$ cat config.mk
export PLATFORM = sky130hd
export DESIGN_NAME = aes_ram
export DESIGN_NICKNAME = d
export VERILOG_FILES = /design/src/hw/rtl/aes_ram.sv
export SDC_FILE = /design/constraint.sdc
export NUM_CORES = 2
export LEC_CHECK = 0
export BUFFER_PORTS_ARGS = -buffer_cell sky130_fd_sc_hd__buf_2
export CORE_MARGIN = 2
export CORE_UTILIZATION = 55
export DETAILED_ROUTE_END_ITERATION = 10
export PLACE_DENSITY = 0.79
export SLEW_MARGIN = 5
export SYNTH_ARGS = -nofsm -noshare
export SYNTH_HDL_FRONTEND = slang
export SYNTH_SLANG_ARGS = --single-unit
$ cat constraint.sdc
create_clock -name clk -period 4.4 [get_ports clk]
set_input_delay 0 -clock clk [delete_from_list [all_inputs] [get_ports clk]]
set_output_delay 0 -clock clk [all_outputs]
set_load 0.1 [all_outputs]
$ cat src/hw/rtl/aes_ram.sv
`timescale 1ns / 1ps
module aes_ram #(
  parameter int Width = 64,
  parameter int Depth = 30
) (
  input  logic                     clk,
  input  logic                     we,
  input  logic [$clog2(Depth)-1:0] waddr,
  input  logic [Width-1:0]         wdata,
  input  logic [$clog2(Depth)-1:0] raddr,
  output logic [Width-1:0]         rdata
);
  logic [Width-1:0] mem [Depth];

  always_ff @(posedge clk) begin
    if (we) mem[waddr] <= wdata;
    rdata <= mem[raddr];
  end
endmodule

### Word-level counts from Yosys, hierarchy flattened

Memories as Yosys holds them, arrays and structs flattened. A register that Yosys moved wholly into a read port is not among the register bits.
Cells that the tools add are included.

| word-level totals | value |
|---|---|
| memory bits (writable) | 1,920 |
| input port bits | 76 |
| memories | 1 |
| register bits | 0 |
| word-level logic and storage cells | 3 |
| output and inout bits | 64 |

| cells by class | value |
|---|---|
| multiplexer cells | 2 |

Memories:

| memory | words | width | rd ports | clocked after memory_dff | write ports | RTL line | text |
|---|---|---|---|---|---|---|---|
| mem | 30 | 64 | 1 | 1 | 1 | 13 | `logic [Width-1:0] mem [Depth];` |

Operators by type and width:

| operator | count |
|---|---|
| $mux W1 | 2 |

### Depth between registers and ports, before layout

| logic depth | value |
|---|---|
| depth in word-level cells | 2 |
| gate-level depth with buffers | 10 |
| depth with buffers taken out | 4 |

### Worst setup path after synthesis

No wires, ideal clock.

| timing | value |
|---|---|
| kind | input-to-reg |
| start point | in waddr[0] |
| end point | mem mem[12][0] (enable) |
| path slack | 0.578 ns |
| cell stages on the path | 3 |
| arrival time | 3.336 ns |
| setup time | 0.486 ns |
| path through | or3b_2 clkbuf_1 nor2_1 |

RTL lines:

| element | RTL line | text |
|---|---|---|
| from (decl) | 8 | `input logic [$clog2(Depth)-1:0] waddr,` |
| to (decl) | 13 |  |

Straight into the memory's write port.

==> impl_results.md <==
* Synth area leader: edfxtp_1
* Cell Pwr Density at 463 nW/um2
* # clock sinks at 1,984
* Final instance area at 84,700 um2
* Post-CTS resize count at 0
* CTS root buffer: clkbuf_16
* Clk_lat worst skew at 0.80 ns
* Fin Setup TNS at 0 ns
* Largest net degree at the start of global routing at 122
* Period minus WS final at 2.59 ns
* DRC viols at 0
* Post-synth EDFFs at 1,920
* Post-synth cell types at 41
* Synthesized instance count at 3,649
* Total I/O pin count at 140
* WP data arrival at 3.27 ns
* Die H at 373 um
* Synth cell count leaders: edfxtp_1, mux2i_1, mux4_2
* Tcrit/Tclk final at 58.9%
* Setup Skew at 0.0327 ns
* Max-slew headroom at 11.0%
* # Max-Cap Violations at 0
* Cell area after synthesis at 74,900 um2
* Clock slew at reported path FFs at 0.06 ns
* Via count at 37,700
* Post-DR wirelength/cell at 30.0 um
* Synthesized flop and latch total at 1,984
* Synth top area cells: edfxtp_1, mux4_2, mux2i_1
* Die X-Extent at 373 um
* Final Max Tran Viols at 0
* Crit path kind: in2reg
* Yosys warns at 0
* First-pass GRT wire length at 257 mm
* Row count at 135
* RSZ-0062 raised after global routing: false
* CTS Buf Count at 186
* CTS H-Tree Depth at 4
* DPL Wire Length at 94.1 mm
* VDD IR max at 0.000439 V
* Port Buffer Count at 139
* Share of layout cells above drive strength 1 at 21.3%
* Crit Path Max Fanout at 78
* Synthesized net count at 3,725
* Final hold violation count at 0
* Avg Cell Area, Syn at 20.5 um2
* Post-DP Area at 78,000 um2
* Area Growth Syn to Fin at 13.2%
* Final setup viols at 0
* WL final at 176 mm
* Initial antenna violation count at 8
* Die Footprint at 139,000 um2
* Crit path capture type: flip-flop
* Area of the core at 135,000 um2
* Critical Path RT at 5.08 ns
* Post-DR vias/cell at 6.41
* Slew @ Worst Pin at 1.33 ns
* Clock tree from TritonCTS: yes
* Setup slack, reg-to-reg at 2.53 ns
* DR iter-0 viols at 4,802
* Final ANT Viol Nets at 0
* CTS max path bufs at 3
* Hold Path Class: in2reg
* Pleak at 27.9 nW
* Sequential area share after synthesis at 78.7%
* Status: finished, final reports clean
* GRT overflow at 0
* Nets at 4,020
* GPL Wtd Cong at 0.804
* Share of the synthesized area in the top cell type at 77.0%
* CP Launch Type: primary input
* Drt first pass iters at 6
* Most common flop cell mapped by yosys: edfxtp_1
* Total GRT Usage at 25.3%
* Fmax at 386 MHz
* Via count of the first global-routing pass at 38,100
* Most numerous cell in the Yosys netlist: edfxtp_1
* Synth async-reset ratio at 0%
* Initial Util at 55.3%
## layout by cell type, fill, tap and decap left out, types with 26 or more instances in the layout
master	Yosys	final
a21oi_1	36	36
nand3_1	35	35
mux2_2	84	84
buf_4	40	82
mux4_2	239	239
buf_2	62	134
clkbuf_16	0	191
o22ai_1	52	52
clkinv_2	0	26
a22oi_1	148	148
mux2i_1	396	396
edfxtp_1	1920	1920
nor2_1	87	54
o21ai_0	47	47
nor4_1	42	42
dlygate4sd3_1	0	71
clkinv_1	0	32
nor2_4	0	32
nand2_1	120	120
clkbuf_1	71	59
dfxtp_1	64	64
## state kept, by name, summed over array words and instances, names as in the netlist
signal / cells
mem: 1920
rdata: 64
## path summary, 6_finish.rpt
| check | from | to | depth (start not counted) |
|---|---|---|---|
| worst max register to register | mem[20][45] | rdata[45] | 4 |
| worst min register to register | mem[2][39] | rdata[39] | 3 |
| worst max-delay path | raddr[2] | rdata[46] | 7 |
| worst min-delay path | waddr[4] | mem[17][48] | 3 |
## final cells by class
class                      count  area, um2
multi-input combinational   1462      15100
antenna                        3       7.51
sequential                  1984      58900
tap                         1781       2230
clock buffer                 262       5170
timing repair buffer         310       2430
clock inverter                87        842
fill                        8722      50600
## power breakdown
group          total, W  internal, W  switching [W]
clock            0.0157      0.00892        0.00678
sequential       0.0211       0.0210       0.000120
combinational   0.00242     0.000690        0.00173
total            0.0393       0.0306        0.00863
## metrics by stage
stage          setup slack (ns)  total power, W  utilization (%)  cells  hold slack [ns]
2_1_floorplan             0.578          0.0231                -   3649           0.0989
3_3_place_gp               1.65          0.0238             57.6   5466            0.466
3_5_place_dp               1.64          0.0239             57.6   5466            0.501
4_1_cts                    1.87          0.0394             62.6   5886           0.0178
5_1_grt                    1.74          0.0403             62.6   5888           0.0496
6_report                   1.81          0.0393             62.6   5889           0.0608
## metal layers
| metal | vias up | track usage [%] | wire length [um] | part of all wire, % |
|---|---|---|---|---|
| li1 | 15600 | - | - | - |
| met1 | 19600 | 33.8 | 64900 | 37 |
| met2 | 2142 | 42.6 | 89700 | 51 |
| met3 | 335 | 3.90 | 15900 | 9.0 |
| met4 | 4 | 9.07 | 5810 | 3.3 |
| met5 | - | 0 | 18 | 0.010 |
## cells by family (layout without fill, tap and decap cells)
logic type / count (synthesis) / after routing / synth area share, %
flip-flops: 1984 / 1984 / 78.7
multiplexers: 719 / 719 / 13.7
buffers and inverters: 203 / 659 / 1.55
other: 0 / 3 / 0
AND/OR/NAND/NOR: 363 / 363 / 2.36
AO/OA/AOI/OAI: 380 / 380 / 3.60
## what timing repair did
| item | in CTS | in global routing |
|---|---|---|
| endpoints found under the hold margin | 1945 | 0 |
| hold buffers | 71 | 0 |
| setup buffers | 0 | 0 |
## worst max-delay path: stages
cell	delay, ns
dlygate4sd3_1	0.56
buf_8	0.45
buf_4	0.84
nor2b_4	0.07
nand2b_1	0.65
o22ai_1	0.24
nor3_1	0.36
(Power assumes the default switching activity.)
