===== src/hw/rtl/aes_pkg.sv =====
`timescale 1ns / 1ps
package aes_pkg;

  localparam int BlockWidth = 128;
  localparam int HalfWidth = 64;
  localparam int KeyStoreDepth = 30;
  localparam int KeyAddrWidth = $clog2(KeyStoreDepth);
  localparam int CfgIndexWidth = 3;

  localparam logic [CfgIndexWidth-1:0] RegKeyLength = 3'd0;
  localparam logic [CfgIndexWidth-1:0] RegKeyWordA = 3'd1;
  localparam logic [CfgIndexWidth-1:0] RegKeyWordB = 3'd2;
  localparam logic [CfgIndexWidth-1:0] RegKeyWordC = 3'd3;
  localparam logic [CfgIndexWidth-1:0] RegKeyWordD = 3'd4;

  localparam logic [1:0] KeyLen128 = 2'd0;
  localparam logic [1:0] KeyLen192 = 2'd1;

  // Datapath commands from the controller.
  typedef enum logic [2:0] {
    DpIdle,
    DpKeyLoad,
    DpKeyStep,
    DpBlockLoad,
    DpRound
  } dp_op_t;

  typedef struct packed {
    dp_op_t op;
    logic decrypt;
    logic last_round;
    logic first_round;
    logic [3:0] round;
    logic [3:0] nr;
  } dp_cmd_t;

  typedef struct packed {
    logic key_done;
  } dp_status_t;

  function automatic logic [7:0] xtime(input logic [7:0] x);
    xtime = {x[6:0], 1'b0} ^ (x[7] ? 8'h1B : 8'h00);
  endfunction

  function automatic logic [7:0] gmul(input logic [7:0] x, input logic [3:0] y);
    logic [7:0] a;
    logic [7:0] r;
    a = x;
    r = 8'h00;
    for (int i = 0; i < 4; i++) begin
      if (y[i]) r = r ^ a;
      a = xtime(a);
    end
    gmul = r;
  endfunction

  function automatic logic [7:0] gmul8(input logic [7:0] x, input logic [7:0] y);
    logic [7:0] a;
    logic [7:0] r;
    a = x;
    r = 8'h00;
    for (int i = 0; i < 8; i++) begin
      if (y[i]) r = r ^ a;
      a = xtime(a);
    end
    gmul8 = r;
  endfunction

  function automatic logic [7:0] ginv(input logic [7:0] x);
    logic [7:0] r;
    logic [7:0] b;
    r = 8'h01;
    b = x;
    // x^254 by square and multiply over all 8 exponent bits
    for (int i = 0; i < 8; i++) begin
      if (i != 0) r = gmul8(r, b);
      b = gmul8(b, b);
    end
    ginv = r;
  endfunction

  function automatic logic [7:0] affine(input logic [7:0] v);
    affine = v ^ {v[6:0], v[7]} ^ {v[5:0], v[7:6]} ^ {v[4:0], v[7:5]}
             ^ {v[3:0], v[7:4]} ^ 8'h63;
  endfunction

  // 256-entry byte tables, entry i at bits 8*i +: 8
  function automatic logic [2047:0] build_sbox_table(input logic inverse);
    logic [2047:0] tbl;
    logic [7:0]    s;
    tbl = '0;
    for (int i = 0; i < 256; i++) begin
      s = affine(ginv(8'(i)));
      if (inverse) tbl[8*s +: 8] = 8'(i);
      else tbl[8*i +: 8] = s;
    end
    build_sbox_table = tbl;
  endfunction

  localparam logic [2047:0] SboxTable = build_sbox_table(1'b0);
  localparam logic [2047:0] InvSboxTable = build_sbox_table(1'b1);

  function automatic logic [7:0] sbox(input logic [7:0] x);
    sbox = SboxTable[8*x +: 8];
  endfunction

  function automatic logic [7:0] inv_sbox(input logic [7:0] s);
    inv_sbox = InvSboxTable[8*s +: 8];
  endfunction

  function automatic logic [31:0] sub_word(input logic [31:0] w);
    sub_word = {sbox(w[31:24]), sbox(w[23:16]), sbox(w[15:8]), sbox(w[7:0])};
  endfunction

endpackage


===== src/hw/rtl/aes_ctrl.sv =====
`timescale 1ns / 1ps
module aes_ctrl
  import aes_pkg::*;
(
  input  logic       clk,
  input  logic       rst,
  input  logic       start,
  input  logic       func,
  input  logic       cfg_we,
  input  logic [CfgIndexWidth-1:0] cfg_index,
  input  logic [1:0] key_length,
  input  dp_status_t status,
  output dp_cmd_t    cmd,
  output logic [KeyAddrWidth-1:0] key_raddr,
  output logic       busy,
  output logic       done
);
  typedef enum logic [2:0] {
    Idle, KeyLoad, KeyStep, Load, Round
  } state_t;

  state_t     fsm;
  logic       ready;
  logic       dec;
  logic [3:0] round;
  logic [3:0] nr;
  logic       cfg_hit;

  assign cfg_hit = cfg_we && (cfg_index <= RegKeyWordD);

  // Round key index to read for a given step (0 = initial add).
  function automatic logic [3:0] key_idx(input logic d, input logic [3:0] step,
                                         input logic [3:0] n);
    key_idx = d ? n - step : step;
  endfunction

  logic [3:0] rk_idx;
  always_comb begin
    rk_idx = 4'd0;
    case (fsm)
      Load: rk_idx = key_idx(dec, 4'd0, nr);
      Round: rk_idx = key_idx(dec, round + 4'd1, nr);
      default: rk_idx = key_idx(func, 4'd0, nr);
    endcase
  end
  // both banks read the same even entry, one half each: see top level
  assign key_raddr = KeyAddrWidth'({rk_idx, 1'b0});

  always_comb begin
    cmd.op = DpIdle;
    case (fsm)
      Idle: cmd.op = start ? DpBlockLoad : DpIdle;  // block taken with the request
      KeyLoad: cmd.op = DpKeyLoad;
      KeyStep: cmd.op = DpKeyStep;
      Round: cmd.op = DpRound;
      default: cmd.op = DpIdle;
    endcase
    cmd.decrypt = dec;
    cmd.round = round;
    cmd.nr = nr;
    cmd.first_round = (round == 4'd0);
    cmd.last_round = (round == nr);
  end

  assign busy = (fsm != Idle);

  always_ff @(posedge clk) begin
    if (rst) begin
      fsm <= Idle;
      ready <= 1'b0;
      done <= 1'b0;
      dec <= 1'b0;
      round <= 4'd0;
      nr <= 4'd10;
    end else begin
      done <= 1'b0;
      if (cfg_hit) ready <= 1'b0;
      case (fsm)
        Idle: begin
          if (start) begin
            dec <= func;
            nr <= (key_length == KeyLen128) ? 4'd10 :
                  (key_length == KeyLen192) ? 4'd12 : 4'd14;
            fsm <= ready ? Load : KeyLoad;
          end
        end
        KeyLoad: fsm <= KeyStep;
        KeyStep: begin
          if (status.key_done) begin
            ready <= 1'b1;
            fsm <= Load;
          end
        end
        Load: begin
          round <= 4'd0;
          fsm <= Round;
        end
        Round: begin
          round <= round + 4'd1;
          if (round == nr) begin
            done <= 1'b1;
            fsm <= Idle;
          end
        end
        default: fsm <= Idle;
      endcase
    end
  end
endmodule


===== config.mk =====
export PLATFORM = sky130hd
export DESIGN_NAME = aes_ctrl
export DESIGN_NICKNAME = d
export VERILOG_FILES = /design/src/hw/rtl/aes_pkg.sv /design/src/hw/rtl/aes_ctrl.sv
export SDC_FILE = /design/constraint.sdc
export NUM_CORES = 1
export LEC_CHECK = 0
export BUFFER_PORTS_ARGS = -buffer_cell sky130_fd_sc_hd__buf_2
export CAP_MARGIN = 30
export CORE_ASPECT_RATIO = 0.9
export CORE_MARGIN = 2
export CORE_UTILIZATION = 51
export CTS_BUF_LIST = sky130_fd_sc_hd__clkbuf_2 sky130_fd_sc_hd__clkbuf_4 sky130_fd_sc_hd__clkbuf_8
export DETAILED_ROUTE_END_ITERATION = 8
export PLACE_DENSITY = 0.81
export SLEW_MARGIN = 20
export SYNTH_ARGS = -nofsm -noshare
export SYNTH_HDL_FRONTEND = slang
export SYNTH_SLANG_ARGS = --single-unit
export TNS_END_PERCENT = 100

===== constraint.sdc =====
create_clock -name clk -period 2 [get_ports clk]
set_input_delay 0.2 -clock clk [delete_from_list [all_inputs] [get_ports clk]]
set_output_delay 0.2 -clock clk [all_outputs]
set_load 0.005 [all_outputs]

* Yosys cells after proc, flatten, opt, wreduce, memory -nomap -nowiden
Index checks and enable logic that the tools add are counted.
Word-level totals: register bits after elaboration 14, latch bits 0, RAM bits 0, memory bits (read-only) 0, bits of input ports 11, output and inout bits 21, logic and storage cells 46, memories 0
Cells by class: $add $sub $neg 2, multipliers 0, div/mod/pow operators 0, magnitude comparators 1, equal/unequal tests 9, shift operators 0, multiplexer cells 18, bitwise logic cells 1, reduce and logical (&&, ||, !) cells 9
Operator list (count):
- one-hot mux 4 bit (2 select lines) | 2
- one-hot mux 3 bit (5 select lines) | 1
- two-way mux 3 bit | 4
- two-way mux 4 bit | 3
- one-hot mux 3 bit (4 select lines) | 1
- == test 3 x 2 -> 1 bit (second input constant) | 2
- two-way mux 2 bit | 3
- != test 2 bit (second input constant) | 3
- adder 4 x 1 -> 4 bit (second input constant) | 1
- == test 4 bit | 1
- logical NOT 4 bit | 1
- two-way mux 1 bit | 4
- subtractor 4 bit | 1
- == test 3 x 1 -> 1 bit (second input constant) | 1
- == test 3 bit (second input constant) | 1
- less-or-equal comparator 3 bit (second input constant) | 1
- logical NOT 3 bit | 1
- AND reduction 3 bit | 1
- nonzero test 3 bit | 1
- == test 2 x 1 -> 1 bit (second input constant) | 1
- logical NOT 2 bit | 1
- AND reduction 2 bit | 1
- nonzero test 2 bit | 1
- OR reduction 2 bit | 1
- 2 further kinds | 2

* Longest topological paths before layout
Gate-level depths: netlist of the first run.
word-level depth 5, gate-level depth with buffers 9, gate-level depth less buffers 8

* Worst setup path after synthesis of the first run
OpenSTA, ideal clock, no wires.
path type register to output, from register round[1], to output key_raddr[4], data arrival time 1741 ps, data required time 1800 ps, slack 59 ps, stages on the path, launching flop included 10, path buffers 1, path through dfxtp_1 buf_2 inv_1 ha_1 inv_1 ha_1 a211oi_1 nor2_1 xnor2_1 o21bai_1
On the way: longest elaborated chain between the ends 4
RTL lines:
- start: declaration | RTL line aes_ctrl.sv:25 | logic [3:0] round;
- start signal: assignment | RTL line aes_ctrl.sv:99 | round <= round + 4'd1;
- adder 4 x 1 -> 4 bit (*) | RTL line aes_ctrl.sv:42 | Round: rk_idx = key_idx(dec, round + 4'd1, nr);
- subtractor 4 bit | RTL line aes_ctrl.sv:34 | key_idx = d ? n - step : step;
- two-way mux 4 bit (*) | RTL line aes_ctrl.sv:34
- one-hot mux 4 bit (2 select lines) (*) | RTL line aes_ctrl.sv:40 | case (fsm)
- end: declaration | RTL line aes_ctrl.sv:14 | output logic [KeyAddrWidth-1:0] key_raddr,
Every way passes the cells marked *; elsewhere a longest branch is shown, timed or not.

* Worst setup path after layout of the first run
Ends and elaborated chain as after synthesis.

==> results of run 1 <==
cells in the final DEF (no fill, tap or decap), drive strengths merged, types with 2 or more instances in the layout:
cell type  netlist  layout
buf             10      37
nor2            15      15
dfxtp           12      12
a21oi            9       9
inv              6       6
xnor2            5       5
nand2            5       5
mux2i            4       4
ha               4       4
o21ai            4       4
nor3             3       3
conb             2       3
clkbuf           1       3
or3              3       3
a211oi           3       3
a32oi            2       2
xor2             2       2
nand2b           2       2
nor4b            2       2
nor4             2       2
registers in the layout, indices dropped and copies added, names as in the netlist:
name / count
done: 1
ready: 1
dec: 1
nr: 2
round: 4
fsm: 3
worst max-delay path, stage by stage (launching register included):
cell      delay, ps
dfxtp_4         370
inv_2            40
ha_4            280
inv_4            40
ha_4            220
a211oi_2        210
nor2_1          100
xnor2_1         130
o21bai_1        120
buf_2           120
cells by family after synthesis:
logic type / after synthesis / synth area share
compound gates: 23 / 0.171
xor+xnor: 7 / 0.0671
buf+inv: 17 / 0.121
fa+ha+maj: 4 / 0.0548
simple gates: 39 / 0.271
other cells: 2 / 0.00822
flops: 12 / 0.263
mux: 4 / 0.0438
metal layers:
layer | track usage | up-vias | share of wire
li1 | - | 430 | -
met1 | 0.267 | 394 | 0.40
met2 | 0.403 | 41 | 0.49
met3 | 0.0541 | 8 | 0.071
met4 | 0.0800 | 0 | 0.034
met5 | 0 | - | 0
through the flow:
step           hold slack, ps  power [mW]  worst slack, ps  std cells
2_1_floorplan             269       0.474             59.4        109
3_3_place_gp              471       0.524             83.6        155
3_5_place_dp              483       0.532             35.3        155
4_1_cts                   214       0.690            -12.0        162
5_1_grt                   228       0.748             -169        162
6_report                  217       0.700             -105        162
worst min path at each step:
stage,endpoint,depth (start not counted),start
global route,dec,3,func
global placement,dec,3,func
finish,ready,3,status
detailed placement,ready,2,ready
CTS,dec,3,func
floorplan,round[1],1,rst
area by class of cell:
type,instances,share of cell area
Multi-Input combinational cell,80,0.546
Sequential cell,12,0.211
Timing Repair Buffer,37,0.176
Tap cell,24,0.0254
Inverter,6,0.0233
Clock buffer,3,0.0191
power breakdown:
| part | internal [mW] | switching, mW | leakage (nW) |
|---|---|---|---|
| registers | 0.257 | 0.0473 | 0.0997 |
| clock network | 0.0697 | 0.0731 | 0.0138 |
| logic | 0.131 | 0.123 | 0.402 |
repair_timing:
| action | in CTS | in global routing |
|---|---|---|
| resized for setup | 17 | 2 |
| buffers inserted | 4 | 0 |
| pin swaps | 7 | 6 |
| endpoints found under the setup margin | 3 | 3 |
==> impl_results.md, run 1 <==
- Max_cap viols: 0
- Total CTS buffers: 3
- GRT overflow: 0
- Multi-input gate area: 644 µm²
- Mean Syn Cell Area: 8.46 µm²
- Minimum clock period: 2100 ps
- Routed Antenna Nets: 0
- FF+latch count, synth: 12
- N_diodes: 0
- Top-area cell type share of the netlist area: 0.263
- DP HPWL: 1550 µm
- Area growth syn-to-layout: 29.3%
- Detail-routed via count per cell: 5.39
- CTS root buf: clkbuf_4
- WL per Instance: 14.1 µm
- Pre-antenna DRT Iters: 4
- Critical Path RT: 1800 ps
- Crit path DAT: 1900 ps
- Vias in the first global route: 792
- Hold Buf Count CTS: 0
- Worst-path clk slew: 70 ps
- Pleak: 0.515 nW
- CP startpoint: round[1]
- Final count of negative-setup-slack endpoints: 2
- Synth Flop Type: dfxtp_1
- Placed inst area: 1040 µm²
- Max-slew violations: 0
- Reg area: 249 µm²
- Maximum clock frequency: 0.475 GHz
- End of the critical path: key_raddr[4]
- Rows: 14
- Cell taking the most area after synthesis: dfxtp_1
- Worst clock skew: 1.07 ps
- R2R Path End: round[1]
- Ports: 32
- PortBufs: 28
- Worst r2r src: fsm[0]
- Share of the clock period used by the worst path: 1.05
- Critical path type: reg2out
- Die width: 48.6 µm
- Layout fillers: 145
- Share of layout cells above drive strength 1: 0.449
- Via count: 873
- Max clock buf depth: 2
- DRC marker count from the first detailed-route iteration: 22
- Cell count after synthesis: 108
- Post-synth cell types: 41
- R2R depth: 4
- Final wirelength: 2290 µm
- Largest cells by area after synthesis: dfxtp_1 (26%), nor2_1 (5.8%), ha_1 (5.5%)
- R2r setup slk: 510 ps
- Most frequent cell after synthesis: nor2_1
- Hold Fails Final Rpt: 0
- Synth async-reset ratio: 0
- Maximum vdd ir drop: 0.561 mV
- RSZ-0062 raised after global routing: yes
- Synthesized area: 913 µm²
- H-tree levels: 1
- Initial Util: 0.543
- CP max FO: 3
- Post-route DRC: 0
- Post-route cell area: 1180 µm²
- Startpoint Class: flop
- Largest net degree at the start of global routing: 14
- Setup TNS: -126 ps
- Status: finished, violations left
- Part of the Yosys area used for sequential elements: 0.263
- Initial antenna violation count: 0
- Synth cell count leaders: nor2_1 (14), dfxtp_1 (12), a21oi_1 (9)
- Share of the core filled with cells: 0.702
- Routability congestion estimate from global placement: 0.844
- Post-layout net count: 155
- Hold crit path type: in2reg
- Die area: 2150 µm²
- Failing checks: setup timing
- First-pass GRT wire length: 3670 µm
- Core area: 1680 µm²
- Tot GR Track Use: 0.225
- CP Capture Type: output port
- Synthesis Warnings: 0
- TritonCTS clock tree: built
- Worst skew pair latency: 270 ps
- Clock Sinks: 12
- Final setup margin: -105 ps
- Post-synth EDFFs: 0
- Die Y: 44.1 µm
- Pwr dens: 593 nW/µm²
(Power assumes the default switching activity.)
==> run 2, diff against run 1 <==
--- a/config.mk
+++ b/config.mk
@@ -12,7 +12,7 @@
 export CORE_UTILIZATION = 51
 export CTS_BUF_LIST = sky130_fd_sc_hd__clkbuf_2 sky130_fd_sc_hd__clkbuf_4 sky130_fd_sc_hd__clkbuf_8
 export DETAILED_ROUTE_END_ITERATION = 8
-export PLACE_DENSITY = 0.81
+export PLACE_DENSITY = 0.83
 export SLEW_MARGIN = 20
 export SYNTH_ARGS = -nofsm -noshare
 export SYNTH_HDL_FRONTEND = slang
==> run 2 against run 1 <==
The run still ends with setup timing left. Flip-flop and latch count unchanged. Cell count unchanged. Register-to-register slack improved by 40 ps. Routed wire length decreased by 2.8%. Sequential share of layout area about the same. Largest cell class unchanged. Highest routed layer unchanged.
==> impl_results.md, run 2 (synthesized netlist as in run 1, its figures left out) <==
- Largest net degree at the start of global routing: 13
- Final setup margin: -55.5 ps
- Area growth syn-to-layout: 28.5%
- Fin cells: 162
- Most flop-heavy register: round
- RSZ-0062 raised after global routing: yes
- Maximum vdd ir drop: 0.453 mV
- Dpl cells: 155
- Critical path type: reg2out
- Max-slew violations: 0
- Worst-path clk slew: 70 ps
- Routability congestion estimate from global placement: 0.858
- Layout fillers: 134
- Pwr dens: 598 nW/µm²
- Via count: 849
- Crit path DAT: 1860 ps
- Power Total: 0.702 mW
- Max FFs per register: 4
- Hold slack: 193 ps
- Maximum clock frequency: 0.486 GHz
- CP max FO: 3
- Worst clock skew: 1.58 ps
- PortBufs: 28
- Core area: 1680 µm²
- Wire length on met2: 1130 µm
- Met1 wire length: 912 µm
- Startpoint Class: flop
- Clock Sinks: 12
- Critical Path RT: 1800 ps
- Tot GR Track Use: 0.233
- Status: finished, violations left
- Hold Fails Final Rpt: 0
- Worst skew pair latency: 280 ps
- Max clock buf depth: 2
- Die Y: 44.1 µm
- Max_cap viols: 0
- Most frequent cells in the layout: buf_2 (28), nor2_1 (14), dfxtp_1 (10)
- First-pass GRT wire length: 3750 µm
- Initial Util: 0.543
- Biggest regs: round x4, fsm x3, nr x2
- Pre-antenna DRT Iters: 4
- Hold crit path type: in2reg
- Rows: 14
- Hold Buf Count CTS: 0
- Post-layout net count: 155
- Most common library cell in the layout ignoring fill and taps: buf_2
- Share of the clock period used by the worst path: 1.03
- N_diodes: 0
- Die area: 2150 µm²
- Pleak: 0.512 nW
- TritonCTS clock tree: built
- Routed Antenna Nets: 0
- Vias in the first global route: 839
- Initial antenna violation count: 0
- Minimum clock period: 2060 ps
- CP Capture Type: output port
- Share of layout cells above drive strength 1: 0.435
- Die width: 48.6 µm
- DRC marker count from the first detailed-route iteration: 22
- GRT overflow: 0
- H-tree levels: 1
- Failing checks: setup timing
- DP HPWL: 1590 µm
- WL per Instance: 13.7 µm
- Post-route DRC: 0
- Total CTS buffers: 3
- Final wirelength: 2220 µm
- Final count of negative-setup-slack endpoints: 2
- Ports: 32
- Highest Signal Layer: met4
- Detail-routed via count per cell: 5.24
- WL met3: 168 µm
- CTS root buf: clkbuf_4
[run 2: cell types whose count changed in the layout (fill, tap and decap cells not counted)]
cell | before | now
dfxtp_1 | 9 | 10
dfxtp_2 | 1 | 0
inv_2 | 2 | 3
inv_4 | 2 | 1
o21ai_1 | 0 | 1
o21ai_2 | 1 | 0
[run 2: cell type report]
type / instances / area (µm²) / share of cell area
Multi-Input combinational cell: 80 / 641 / 0.546
Sequential cell: 12 / 248 / 0.211
Timing Repair Buffer: 37 / 208 / 0.177
Tap cell: 24 / 30.0 / 0.0256
Inverter: 6 / 25.0 / 0.0213
Clock buffer: 3 / 22.5 / 0.0192
[run 2: path summary, 6_finish.rpt]
path	startpoint	endpoint	slack, ps	depth (start not counted)
worst max-delay path	round[0]	key_raddr[4]	-60	9
worst max register to register	round[2]	fsm[2]	550	5
worst min-delay path	func	dec	190	3
worst min register to register	ready	ready	490	2
[run 2: power by group]
group	leakage, nW	internal, mW	switching (mW)
Clock	0.0138	0.0700	0.0759
Sequential	0.0993	0.256	0.0395
Combinational	0.399	0.131	0.129
Total	0.512	0.457	0.245
[run 2: metal layers]
metal  vias to the layer above  global-route usage
li1                        428                   -
met4                         0               0.109
met2                        37               0.400
met1                       382               0.269
met5                         -                   0
met3                         2              0.0743
[run 2: worst max-delay path, stage by stage (launching register included)]
cell	delay, ps
dfxtp_4	370
inv_2	50
ha_4	260
inv_2	40
ha_4	220
a211oi_2	180
nor2_1	90
xnor2_1	120
o21bai_1	120
buf_2	120
[run 2: timing repair]
item,in CTS,in global routing
pin swaps,9,7
endpoints found under the setup margin,3,3
gates resized for setup,16,0
buffers inserted,3,1
[run 2: stage by stage]
stage | setup slack [ps] | instance area, µm² | setup TNS, ps | utilization
2_1_floorplan | 59.4 | 917 | 0 | -
3_3_place_gp | 98.5 | 1040 | 0 | 0.618
3_5_place_dp | 54.9 | 1040 | 0 | 0.618
4_1_cts | -28.8 | 1170 | -32.9 | 0.693
5_1_grt | -161 | 1170 | -290 | 0.698
6_report | -55.5 | 1170 | -57.6 | 0.698
